--- src/design/kfq_pkg.sv ---
// Package for the keyed FIFO queue: operation, status and state codes,
// and the beat types that the request and response channels carry.
// It depends on nothing.
`timescale 1ns / 1ps

package kfq_pkg;

  typedef enum logic [1:0] {
    OP_APPEND = 2'd0,
    OP_FIND   = 2'd1,
    OP_REMOVE = 2'd2,
    OP_CLEAR  = 2'd3
  } op_e;

  typedef enum logic [1:0] {
    ST_NOT_FOUND = 2'd0,
    ST_DONE      = 2'd1,
    ST_DONE_TAIL = 2'd2,
    ST_FULL      = 2'd3
  } status_e;

  typedef enum logic [1:0] {
    S_IDLE,
    S_SCAN,
    S_SHIFT,
    S_DONE
  } state_e;

  typedef struct packed {
    op_e         operation;
    logic [15:0] car_id;
    logic [7:0]  car_dest;
  } req_t;

  typedef struct packed {
    status_e     status;
    logic [7:0]  found_dest;
    logic [4:0]  entry_count;
  } rsp_t;

endpackage

--- src/design/kfq_if.sv ---
// Valid/ready channel interfaces for the keyed FIFO queue.
// They depend on the beat types of kfq_pkg.
`timescale 1ns / 1ps

interface kfq_req_if;
  logic          valid;
  logic          ready;
  kfq_pkg::req_t data;

  modport source (output valid, output data, input ready);
  modport sink   (input valid, input data, output ready);
endinterface

interface kfq_rsp_if;
  logic          valid;
  logic          ready;
  kfq_pkg::rsp_t data;

  modport source (output valid, output data, input ready);
  modport sink   (input valid, input data, output ready);
endinterface

--- src/design/kfq_store.sv ---
// Entry store of the keyed FIFO queue: identifier and destination arrays
// with one write port and one registered read port. No dependencies.
`timescale 1ns / 1ps

module kfq_store #(
  parameter int DEPTH = 16
) (
  input  logic                     clk_i,
  input  logic                     wr_en_i,
  input  logic [$clog2(DEPTH)-1:0] wr_addr_i,
  input  logic [15:0]              wr_id_i,
  input  logic [7:0]               wr_dest_i,
  input  logic [$clog2(DEPTH)-1:0] rd_addr_i,
  output logic [15:0]              rd_id_o,
  output logic [7:0]               rd_dest_o
);

  logic [15:0] ids_q   [DEPTH];
  logic [7:0]  dests_q [DEPTH];

  always_ff @(posedge clk_i) begin
    if (wr_en_i) begin
      ids_q[wr_addr_i]   <= wr_id_i;
      dests_q[wr_addr_i] <= wr_dest_i;
    end
    rd_id_o   <= ids_q[rd_addr_i];
    rd_dest_o <= dests_q[rd_addr_i];
  end

endmodule

--- src/design/keyed_fifo_queue.sv ---
// Top level of the keyed FIFO queue: sequencer, fill count and response register.
// It depends on kfq_pkg, the channel interfaces in kfq_if and kfq_store.
//
//   channel   direction   beat
//   req_i     in          operation, car_id, car_dest
//   rsp_o     out         status, found_dest, entry_count
//
// Append and clear go straight from acceptance to the done state.
// Find and remove scan the store through its single read port, one entry a
// cycle, until a match or the end of the filled entries.
// Remove then moves each later entry up one place at one entry a cycle.
// Reset clears the fill count and the control state; the store needs no clearing.
// A stalled response holds in its register while the next request is taken.
`timescale 1ns / 1ps

module keyed_fifo_queue #(
  parameter int DEPTH = 16
) (
  input  logic       clk_i,
  input  logic       rst_ni,
  kfq_req_if.sink    req_i,
  kfq_rsp_if.source  rsp_o
);

  localparam int AW = $clog2(DEPTH);
  localparam int CW = $clog2(DEPTH + 1);
  localparam logic [CW-1:0] DepthC = CW'(DEPTH);
  localparam logic [CW-1:0] OneC   = CW'(1);

  kfq_pkg::state_e  state_q, state_d;
  kfq_pkg::op_e     op_q, op_d;
  logic [15:0]      key_q, key_d;
  logic [CW-1:0]    fill_q, fill_d;
  logic [CW-1:0]    idx_q, idx_d;
  logic             pend_q, pend_d;
  logic [AW-1:0]    pend_idx_q, pend_idx_d;
  logic [CW-1:0]    src_q, src_d;
  logic             wpend_q, wpend_d;
  logic [AW-1:0]    wdst_q, wdst_d;
  kfq_pkg::status_e res_status_q, res_status_d;
  logic [7:0]       res_dest_q, res_dest_d;
  logic [CW-1:0]    res_count_q, res_count_d;
  logic             out_valid_q, out_valid_d;
  kfq_pkg::rsp_t    out_data_q, out_data_d;

  logic             accept;
  logic             wr_en;
  logic [AW-1:0]    wr_addr;
  logic [15:0]      wr_id;
  logic [7:0]       wr_dest;
  logic [AW-1:0]    rd_addr;
  logic [15:0]      rd_id;
  logic [7:0]       rd_dest;
  logic [CW-1:0]    pend_next;
  logic [CW-1:0]    src_dec;
  logic [CW+4:0]    count_ext;

  kfq_store #(
    .DEPTH (DEPTH)
  ) u_store (
    .clk_i     (clk_i),
    .wr_en_i   (wr_en),
    .wr_addr_i (wr_addr),
    .wr_id_i   (wr_id),
    .wr_dest_i (wr_dest),
    .rd_addr_i (rd_addr),
    .rd_id_o   (rd_id),
    .rd_dest_o (rd_dest)
  );

  assign req_i.ready = (state_q == kfq_pkg::S_IDLE);
  assign accept      = req_i.valid && req_i.ready;
  assign rsp_o.valid = out_valid_q;
  assign rsp_o.data  = out_data_q;

  assign pend_next = CW'(pend_idx_q) + OneC;
  assign src_dec   = src_q - OneC;
  assign count_ext = {5'b0, res_count_q};
  assign rd_addr   = (state_q == kfq_pkg::S_SCAN) ? idx_q[AW-1:0] : src_q[AW-1:0];

  always_comb begin
    state_d      = state_q;
    op_d         = op_q;
    key_d        = key_q;
    fill_d       = fill_q;
    idx_d        = idx_q;
    pend_d       = pend_q;
    pend_idx_d   = pend_idx_q;
    src_d        = src_q;
    wpend_d      = wpend_q;
    wdst_d       = wdst_q;
    res_status_d = res_status_q;
    res_dest_d   = res_dest_q;
    res_count_d  = res_count_q;
    out_valid_d  = out_valid_q;
    out_data_d   = out_data_q;
    wr_en        = 1'b0;
    wr_addr      = fill_q[AW-1:0];
    wr_id        = req_i.data.car_id;
    wr_dest      = req_i.data.car_dest;

    if (out_valid_q && rsp_o.ready) begin
      out_valid_d = 1'b0;
    end

    unique case (state_q)
      kfq_pkg::S_IDLE: begin
        if (accept) begin
          op_d       = req_i.data.operation;
          key_d      = req_i.data.car_id;
          res_dest_d = 8'd0;
          idx_d      = '0;
          pend_d     = 1'b0;
          unique case (req_i.data.operation)
            kfq_pkg::OP_APPEND: begin
              if (fill_q >= DepthC) begin
                res_status_d = kfq_pkg::ST_FULL;
                res_count_d  = fill_q;
              end else begin
                wr_en        = 1'b1;
                fill_d       = fill_q + OneC;
                res_status_d = kfq_pkg::ST_DONE;
                res_count_d  = fill_q + OneC;
              end
              state_d = kfq_pkg::S_DONE;
            end
            kfq_pkg::OP_CLEAR: begin
              res_status_d = kfq_pkg::ST_DONE;
              res_count_d  = fill_q;
              fill_d       = '0;
              state_d      = kfq_pkg::S_DONE;
            end
            default: begin
              state_d = kfq_pkg::S_SCAN;
            end
          endcase
        end
      end

      kfq_pkg::S_SCAN: begin
        if (pend_q && (rd_id == key_q)) begin
          res_count_d = fill_q;
          if (op_q == kfq_pkg::OP_FIND) begin
            res_status_d = kfq_pkg::ST_DONE;
            res_dest_d   = rd_dest;
            state_d      = kfq_pkg::S_DONE;
          end else begin
            res_status_d = (pend_next == fill_q) ? kfq_pkg::ST_DONE_TAIL
                                                 : kfq_pkg::ST_DONE;
            src_d        = pend_next;
            wpend_d      = 1'b0;
            state_d      = kfq_pkg::S_SHIFT;
          end
        end else if (idx_q >= fill_q) begin
          res_status_d = kfq_pkg::ST_NOT_FOUND;
          res_count_d  = fill_q;
          pend_d       = 1'b0;
          state_d      = kfq_pkg::S_DONE;
        end else begin
          pend_d     = 1'b1;
          pend_idx_d = idx_q[AW-1:0];
          idx_d      = idx_q + OneC;
        end
      end

      kfq_pkg::S_SHIFT: begin
        if (wpend_q) begin
          wr_en   = 1'b1;
          wr_addr = wdst_q;
          wr_id   = rd_id;
          wr_dest = rd_dest;
        end
        if (src_q < fill_q) begin
          wpend_d = 1'b1;
          wdst_d  = src_dec[AW-1:0];
          src_d   = src_q + OneC;
        end else begin
          wpend_d = 1'b0;
          if (!wpend_q) begin
            fill_d      = fill_q - OneC;
            res_count_d = fill_q - OneC;
            state_d     = kfq_pkg::S_DONE;
          end
        end
      end

      kfq_pkg::S_DONE: begin
        if (!out_valid_q || rsp_o.ready) begin
          out_valid_d            = 1'b1;
          out_data_d.status      = res_status_q;
          out_data_d.found_dest  = res_dest_q;
          out_data_d.entry_count = count_ext[4:0];
          state_d                = kfq_pkg::S_IDLE;
        end
      end

      default: begin
        state_d = kfq_pkg::S_IDLE;
      end
    endcase
  end

  always_ff @(posedge clk_i or negedge rst_ni) begin
    if (!rst_ni) begin
      state_q     <= kfq_pkg::S_IDLE;
      fill_q      <= '0;
      pend_q      <= 1'b0;
      wpend_q     <= 1'b0;
      out_valid_q <= 1'b0;
    end else begin
      state_q     <= state_d;
      fill_q      <= fill_d;
      pend_q      <= pend_d;
      wpend_q     <= wpend_d;
      out_valid_q <= out_valid_d;
    end
  end

  always_ff @(posedge clk_i) begin
    op_q         <= op_d;
    key_q        <= key_d;
    idx_q        <= idx_d;
    pend_idx_q   <= pend_idx_d;
    src_q        <= src_d;
    wdst_q       <= wdst_d;
    res_status_q <= res_status_d;
    res_dest_q   <= res_dest_d;
    res_count_q  <= res_count_d;
    out_data_q   <= out_data_d;
  end

endmodule

--- src/flat_wrapper.sv ---
// flat-port wrapper written by rule: the top's interface ports become plain ports
module keyed_fifo_queue_flat 
#(
  parameter int DEPTH = 16
)
  (clk_i, rst_ni, req_i_valid, req_i_data, req_i_ready, rsp_o_valid, rsp_o_data, rsp_o_ready);
  kfq_req_if req_i_i ();
  kfq_rsp_if rsp_o_i ();
  input  logic clk_i;
  input  logic rst_ni;
  input wire logic [$bits(req_i_i.valid)-1:0] req_i_valid;
  input wire logic [$bits(req_i_i.data)-1:0] req_i_data;
  output wire logic [$bits(req_i_i.ready)-1:0] req_i_ready;
  output wire logic [$bits(rsp_o_i.valid)-1:0] rsp_o_valid;
  output wire logic [$bits(rsp_o_i.data)-1:0] rsp_o_data;
  input wire logic [$bits(rsp_o_i.ready)-1:0] rsp_o_ready;
  assign req_i_i.valid = req_i_valid;
  assign req_i_i.data = req_i_data;
  assign req_i_ready = req_i_i.ready;
  assign rsp_o_valid = rsp_o_i.valid;
  assign rsp_o_data = rsp_o_i.data;
  assign rsp_o_i.ready = rsp_o_ready;
  keyed_fifo_queue #(.DEPTH(DEPTH)) u_core (.clk_i(clk_i), .rst_ni(rst_ni), .req_i(req_i_i), .rsp_o(rsp_o_i));
endmodule
--- config.mk ---
export PLATFORM = sky130hd
export DESIGN_NAME = keyed_fifo_queue_flat
export DESIGN_NICKNAME = d
export VERILOG_FILES = /design/src/design/kfq_pkg.sv /design/src/design/kfq_if.sv /design/src/design/kfq_store.sv /design/src/design/keyed_fifo_queue.sv /design/src/flat_wrapper.sv
export SDC_FILE = /design/constraint.sdc
export NUM_CORES = 1
export LEC_CHECK = 0
export ABC_AREA = 0
export BUFFER_PORTS_ARGS = -buffer_cell sky130_fd_sc_hd__clkbuf_2
export CAP_MARGIN = 10
export CELL_PAD_IN_SITES_DETAIL_PLACEMENT = 0
export CELL_PAD_IN_SITES_GLOBAL_PLACEMENT = 1
export CORE_UTILIZATION = 54
export CTS_CLUSTER_SIZE = 40
export DETAILED_ROUTE_END_ITERATION = 8
export PLACE_DENSITY = 0.89
export SLEW_MARGIN = 15
export SYNTH_ARGS = -nofsm -noshare
export SYNTH_HDL_FRONTEND = slang
export SYNTH_SLANG_ARGS = --single-unit
--- constraint.sdc ---
create_clock -name clk_i -period 3.9 [get_ports clk_i]
set_input_delay 0.78 -clock clk_i [delete_from_list [all_inputs] [get_ports clk_i]]
set_output_delay 0.78 -clock clk_i [all_outputs]
set_load 0.02 [all_outputs]
==> metrics <==
outcome=finished, final reports clean; Worst Path Buf+Inv=3; routed length per placed instance=between 20 and 30 um; pin count of the biggest net entering global routing=73; termination of the worst setup path=u_core.u_store.ids_q[14][11]; sequential area share after synthesis=between 70 and 80%; ratio of cells with drive above 1 in the final layout=between 20% and 30%; number of warnings issued by yosys=0; largest fanout on the critical path=24; category of the critical setup timing path=reg -> reg; CTS H-tree depth=2; simple-gate share of the synthesized area=4.63%; Worst Path Arrival=between 3 and 4 ns; Data required, critical path=4.09 ns; delay of the slowest cell on the worst path=just over 0.8 ns; Synth Area in Compound Gates=3.88%; Congestion Overflow GR=0; arithmetic-cell share of the synthesized area counting full adders, half adders and majority gates=about 1.4%; Site Rows=just under 70; nature of the critical path startpoint=flop; Longest Clk Path Bufs=3; quantity of gates resized following cts=0; Synth async-reset ratio=roughly 2.1%; final core utilization=approximately 63%; capture point of the worst reg-to-reg path=u_core.u_store.ids_q[14][11]; final hold viol count=0; R2R Path Start=u_core.state_q[0]; detailed placer's ending HPWL=approximately 24,000 um; post-synthesis cell type count=52; Clk Latency, worst-skew pair=around 0.59 ns; final-layout setup total negative slack=0 ns; number of nets still failing antenna checks after routing=0; final hold slack=0.0853 ns; Setup crit end kind=flop; number of antenna cells inserted=0; Critical-path top delay cell=sky130_fd_sc_hd__nor2_4; number of cells on the critical path=7; placeable core region=between 30,000 and 40,000 sq um; number of vias per cell after detailed routing=just over 6; detailed-route via count=between 9,000 and 10,000; delay-heaviest family, CP=simple AND/OR/NAND/NOR gates; post-synthesis mux area share=between 10% and 20%; HP Class=in -> async; starting density of the core=55.5%; Synth Net Count=around 1,100; mean instance size in the synthesized netlist=18.6 sq um; total design power=~18 mW; hold bufs inserted after CTS=0; port buffer count=46; initial antenna violation count=0; leakage dissipation=7.23 nW; setup slack of the critical path after layout=~0.68 ns; max_slew headroom=roughly a quarter; Root Driver=sky130_fd_sc_hd__clkbuf_16; post-route minimum period=approximately 3.2 ns; most instantiated flip-flop cell in the synthesis netlist=sky130_fd_sc_hd__edfxtp_1; r2r worst-path depth=7; wire length of the first global-routing pass=roughly 63,000 um; Synth Register Bits=~480; nets@finish=between 1,000 and 1,500; clock tree from TritonCTS=built; reg-to-reg slack, setup=between 0.6 and 0.7 ns; XOR/XNOR Fraction of Synth Area=between 1.5 and 2%; count of max-cap constraint violations=0; Vert. Die Dim=between 150 and 200 um; Clock Sinks=484; global-route usage over all layers=23.6%; peak ir drop on the vdd network=0.510 mV; RSZ-0062 raised after global routing=false; crit share post-route=between 80% and 90%; Cell Chain, Critical Path=inv_1 > ha_1 > buf_4 > inv_1 > nor2_1 > a31oi_1 > nor2_4; Fill cells=approximately 2,300; count of flip-flops with a built-in enable after synthesis=between 400 and 500; worst-case clock skew=roughly 0.025 ns; total of endpoints with negative setup slack in the final report=0; Least-Margin Pin Slew=around 1.1 ns; most prevalent standard cell on the critical path=sky130_fd_sc_hd__inv_1; Slew Viols, Final=0; Boundary Pins=47; drt first-iter violations=933; area growth from synthesis to layout=13.3%; width of the die=roughly 190 um; Cell Area, Synth=around 19,000 sq um; pre-CTS setup slack=between 0.7 and 0.8 ns; vias in the first global route=approximately 10,000; first drt pass iteration count=5; combinational family with the most area after synthesis=multiplexers; areal power density over the cells=between 800 and 900 nW/um^2; final wirelength=about 40,000 um; number of CTS-inserted buffers=47; launching instance or port of the critical path=u_core.state_q[0]; placer's final routability congestion estimate=0.862; area of the die=between 30,000 and 40,000 sq um; DRC violation count after routing=0; maximum achievable frequency=0.311 GHz; clock transition time at the flip-flop clock pins of the worst setup and hold paths=roughly 0.06 ns; setup bufs post-CTS=0; instance count of the mapped netlist=about 1,000
## worst min path at each step
stage	startpoint	to	slack, ns	cells after the start
floorplan	u_core.res_count_q[0]	u_core.rsp_o.data[0]	0.40	0
global placement	u_core.res_count_q[3]	u_core.rsp_o.data[3]	0.40	0
detailed placement	u_core.res_count_q[0]	u_core.rsp_o.data[0]	0.40	0
CTS	rst_ni	u_core.pend_q	0.07	1
global route	rst_ni	u_core.pend_q	0.08	1
finish	rst_ni	u_core.state_q[1]	0.09	1
## power breakdown
part	internal (mW)	switching [mW]
logic	2.68	3.48
registers	6.59	0.397
clock network	2.78	1.96
## kinds of logic after synthesis
| kind of cell | Yosys count |
|---|---|
| compound gates | 113 |
| xor+xnor | 34 |
| fa+ha+maj | 21 |
| buf+inv | 71 |
| flops | 484 |
| mux | 130 |
| simple gates | 187 |
## sequential cells by signal, indices dropped and copies added (netlist names), 5 cells and up
register and count:
u_core.u_store.ids_q 256, u_core.res_dest_q 8, u_core.u_store.dests_q 128, u_core.rsp_o.data 15
u_core.fill_q 5, u_core.res_count_q 5, u_core.u_store.rd_id_o 16, u_core.key_q 16
u_core.u_store.rd_dest_o 8, u_core.src_q 5, u_core.idx_q 5
## cell type report
type	count	area [sq um]	area share, %
Clock buffer	59	1250	5.71
Multi-Input combinational cell	485	4910	22.4
Timing Repair Buffer	68	495	2.26
Inverter	20	75.1	0.342
Tap cell	455	569	2.60
Sequential cell	484	14200	65.0
Clock inverter	29	372	1.70
## cells in the final DEF, fill, tap and decap left out, types with 4 or more instances in the layout
master | synthesis | routed
sky130_fd_sc_hd__nand2_1 | 72 | 71
sky130_fd_sc_hd__buf_12 | 0 | 8
sky130_fd_sc_hd__clkinv_2 | 0 | 11
sky130_fd_sc_hd__a21o_1 | 5 | 5
sky130_fd_sc_hd__xor2_1 | 18 | 18
sky130_fd_sc_hd__clkbuf_16 | 0 | 48
sky130_fd_sc_hd__nor2_1 | 36 | 20
sky130_fd_sc_hd__o21ai_0 | 13 | 13
sky130_fd_sc_hd__and2_1 | 37 | 37
sky130_fd_sc_hd__xnor2_1 | 16 | 16
sky130_fd_sc_hd__dfrtp_1 | 10 | 10
sky130_fd_sc_hd__a21oi_1 | 16 | 16
sky130_fd_sc_hd__nand2b_1 | 4 | 4
sky130_fd_sc_hd__dfxtp_1 | 24 | 24
sky130_fd_sc_hd__inv_1 | 20 | 20
sky130_fd_sc_hd__clkinv_1 | 0 | 4
sky130_fd_sc_hd__nor2_4 | 0 | 16
sky130_fd_sc_hd__bufinv_16 | 0 | 7
sky130_fd_sc_hd__edfxtp_1 | 450 | 450
sky130_fd_sc_hd__a31oi_1 | 34 | 34
sky130_fd_sc_hd__nand3_1 | 8 | 8
sky130_fd_sc_hd__a211oi_1 | 26 | 26
sky130_fd_sc_hd__clkbuf_2 | 0 | 46
sky130_fd_sc_hd__nor3_1 | 9 | 9
sky130_fd_sc_hd__clkbuf_1 | 28 | 10
sky130_fd_sc_hd__mux2i_4 | 1 | 4
sky130_fd_sc_hd__mux2_2 | 26 | 26
sky130_fd_sc_hd__buf_4 | 2 | 14
sky130_fd_sc_hd__ha_1 | 21 | 21
sky130_fd_sc_hd__mux4_2 | 96 | 96
sky130_fd_sc_hd__mux2i_1 | 7 | 4
## synthesized netlist by cell type (2+ instances only)
cell                         n  area [sq um]
sky130_fd_sc_hd__a32oi_1     2          17.5
sky130_fd_sc_hd__a211oi_1   26           195
sky130_fd_sc_hd__mux4_2     96          2160
sky130_fd_sc_hd__a21oi_1    16          80.1
sky130_fd_sc_hd__edfxtp_1  450         13500
sky130_fd_sc_hd__nand3_1     8          40.0
sky130_fd_sc_hd__a21o_1      5          37.5
sky130_fd_sc_hd__a31oi_1    34           213
sky130_fd_sc_hd__nor4_1      3          18.8
sky130_fd_sc_hd__o211ai_1    3          22.5
sky130_fd_sc_hd__nor3_1      9          45.0
sky130_fd_sc_hd__nor3b_1     2          15.0
sky130_fd_sc_hd__buf_1       2          7.51
sky130_fd_sc_hd__buf_2      11          55.1
sky130_fd_sc_hd__xnor2_1    16           140
sky130_fd_sc_hd__clkbuf_1   28           105
sky130_fd_sc_hd__xor2_1     18           158
sky130_fd_sc_hd__and2_1     37           231
sky130_fd_sc_hd__nand2_1    72           270
sky130_fd_sc_hd__dfrtp_1    10           250
sky130_fd_sc_hd__nand2b_1    4          25.0
sky130_fd_sc_hd__mux2i_1     7          70.1
sky130_fd_sc_hd__a41oi_1     2          17.5
sky130_fd_sc_hd__buf_6       8          90.1
sky130_fd_sc_hd__mux2_2     26           293
sky130_fd_sc_hd__inv_1      20          75.1
sky130_fd_sc_hd__ha_1       21           263
sky130_fd_sc_hd__o21ai_0    13          65.1
sky130_fd_sc_hd__dfxtp_1    24           480
sky130_fd_sc_hd__or4_1       2          15.0
sky130_fd_sc_hd__a22o_1      2          17.5
sky130_fd_sc_hd__nand4_1     3          18.8
sky130_fd_sc_hd__or2_2       3          18.8
sky130_fd_sc_hd__nor2_1     36           135
sky130_fd_sc_hd__buf_4       2          15.0
sky130_fd_sc_hd__o31ai_1     3          22.5
## layer usage
metal / wire length, um / global-route usage [%] / vias to the layer above
met5: 0 / 0 / -
met4: 1310 / 9.28 / 0
met3: 2630 / 3.54 / 86
met2: 20300 / 38.6 / 482
met1: 16800 / 32.0 / 5115
li1: - / - / 4286
## metrics by stage
| step | cell area [sq um] | instances |
|---|---|---|
| floorplan | 19300 | 1040 |
| global placement | 20300 | 1512 |
| detailed placement | 20300 | 1512 |
| CTS | 21900 | 1600 |
| global route | 21900 | 1600 |
| finish | 21900 | 1600 |
Note: power is estimated with default switching activity, not from simulation.
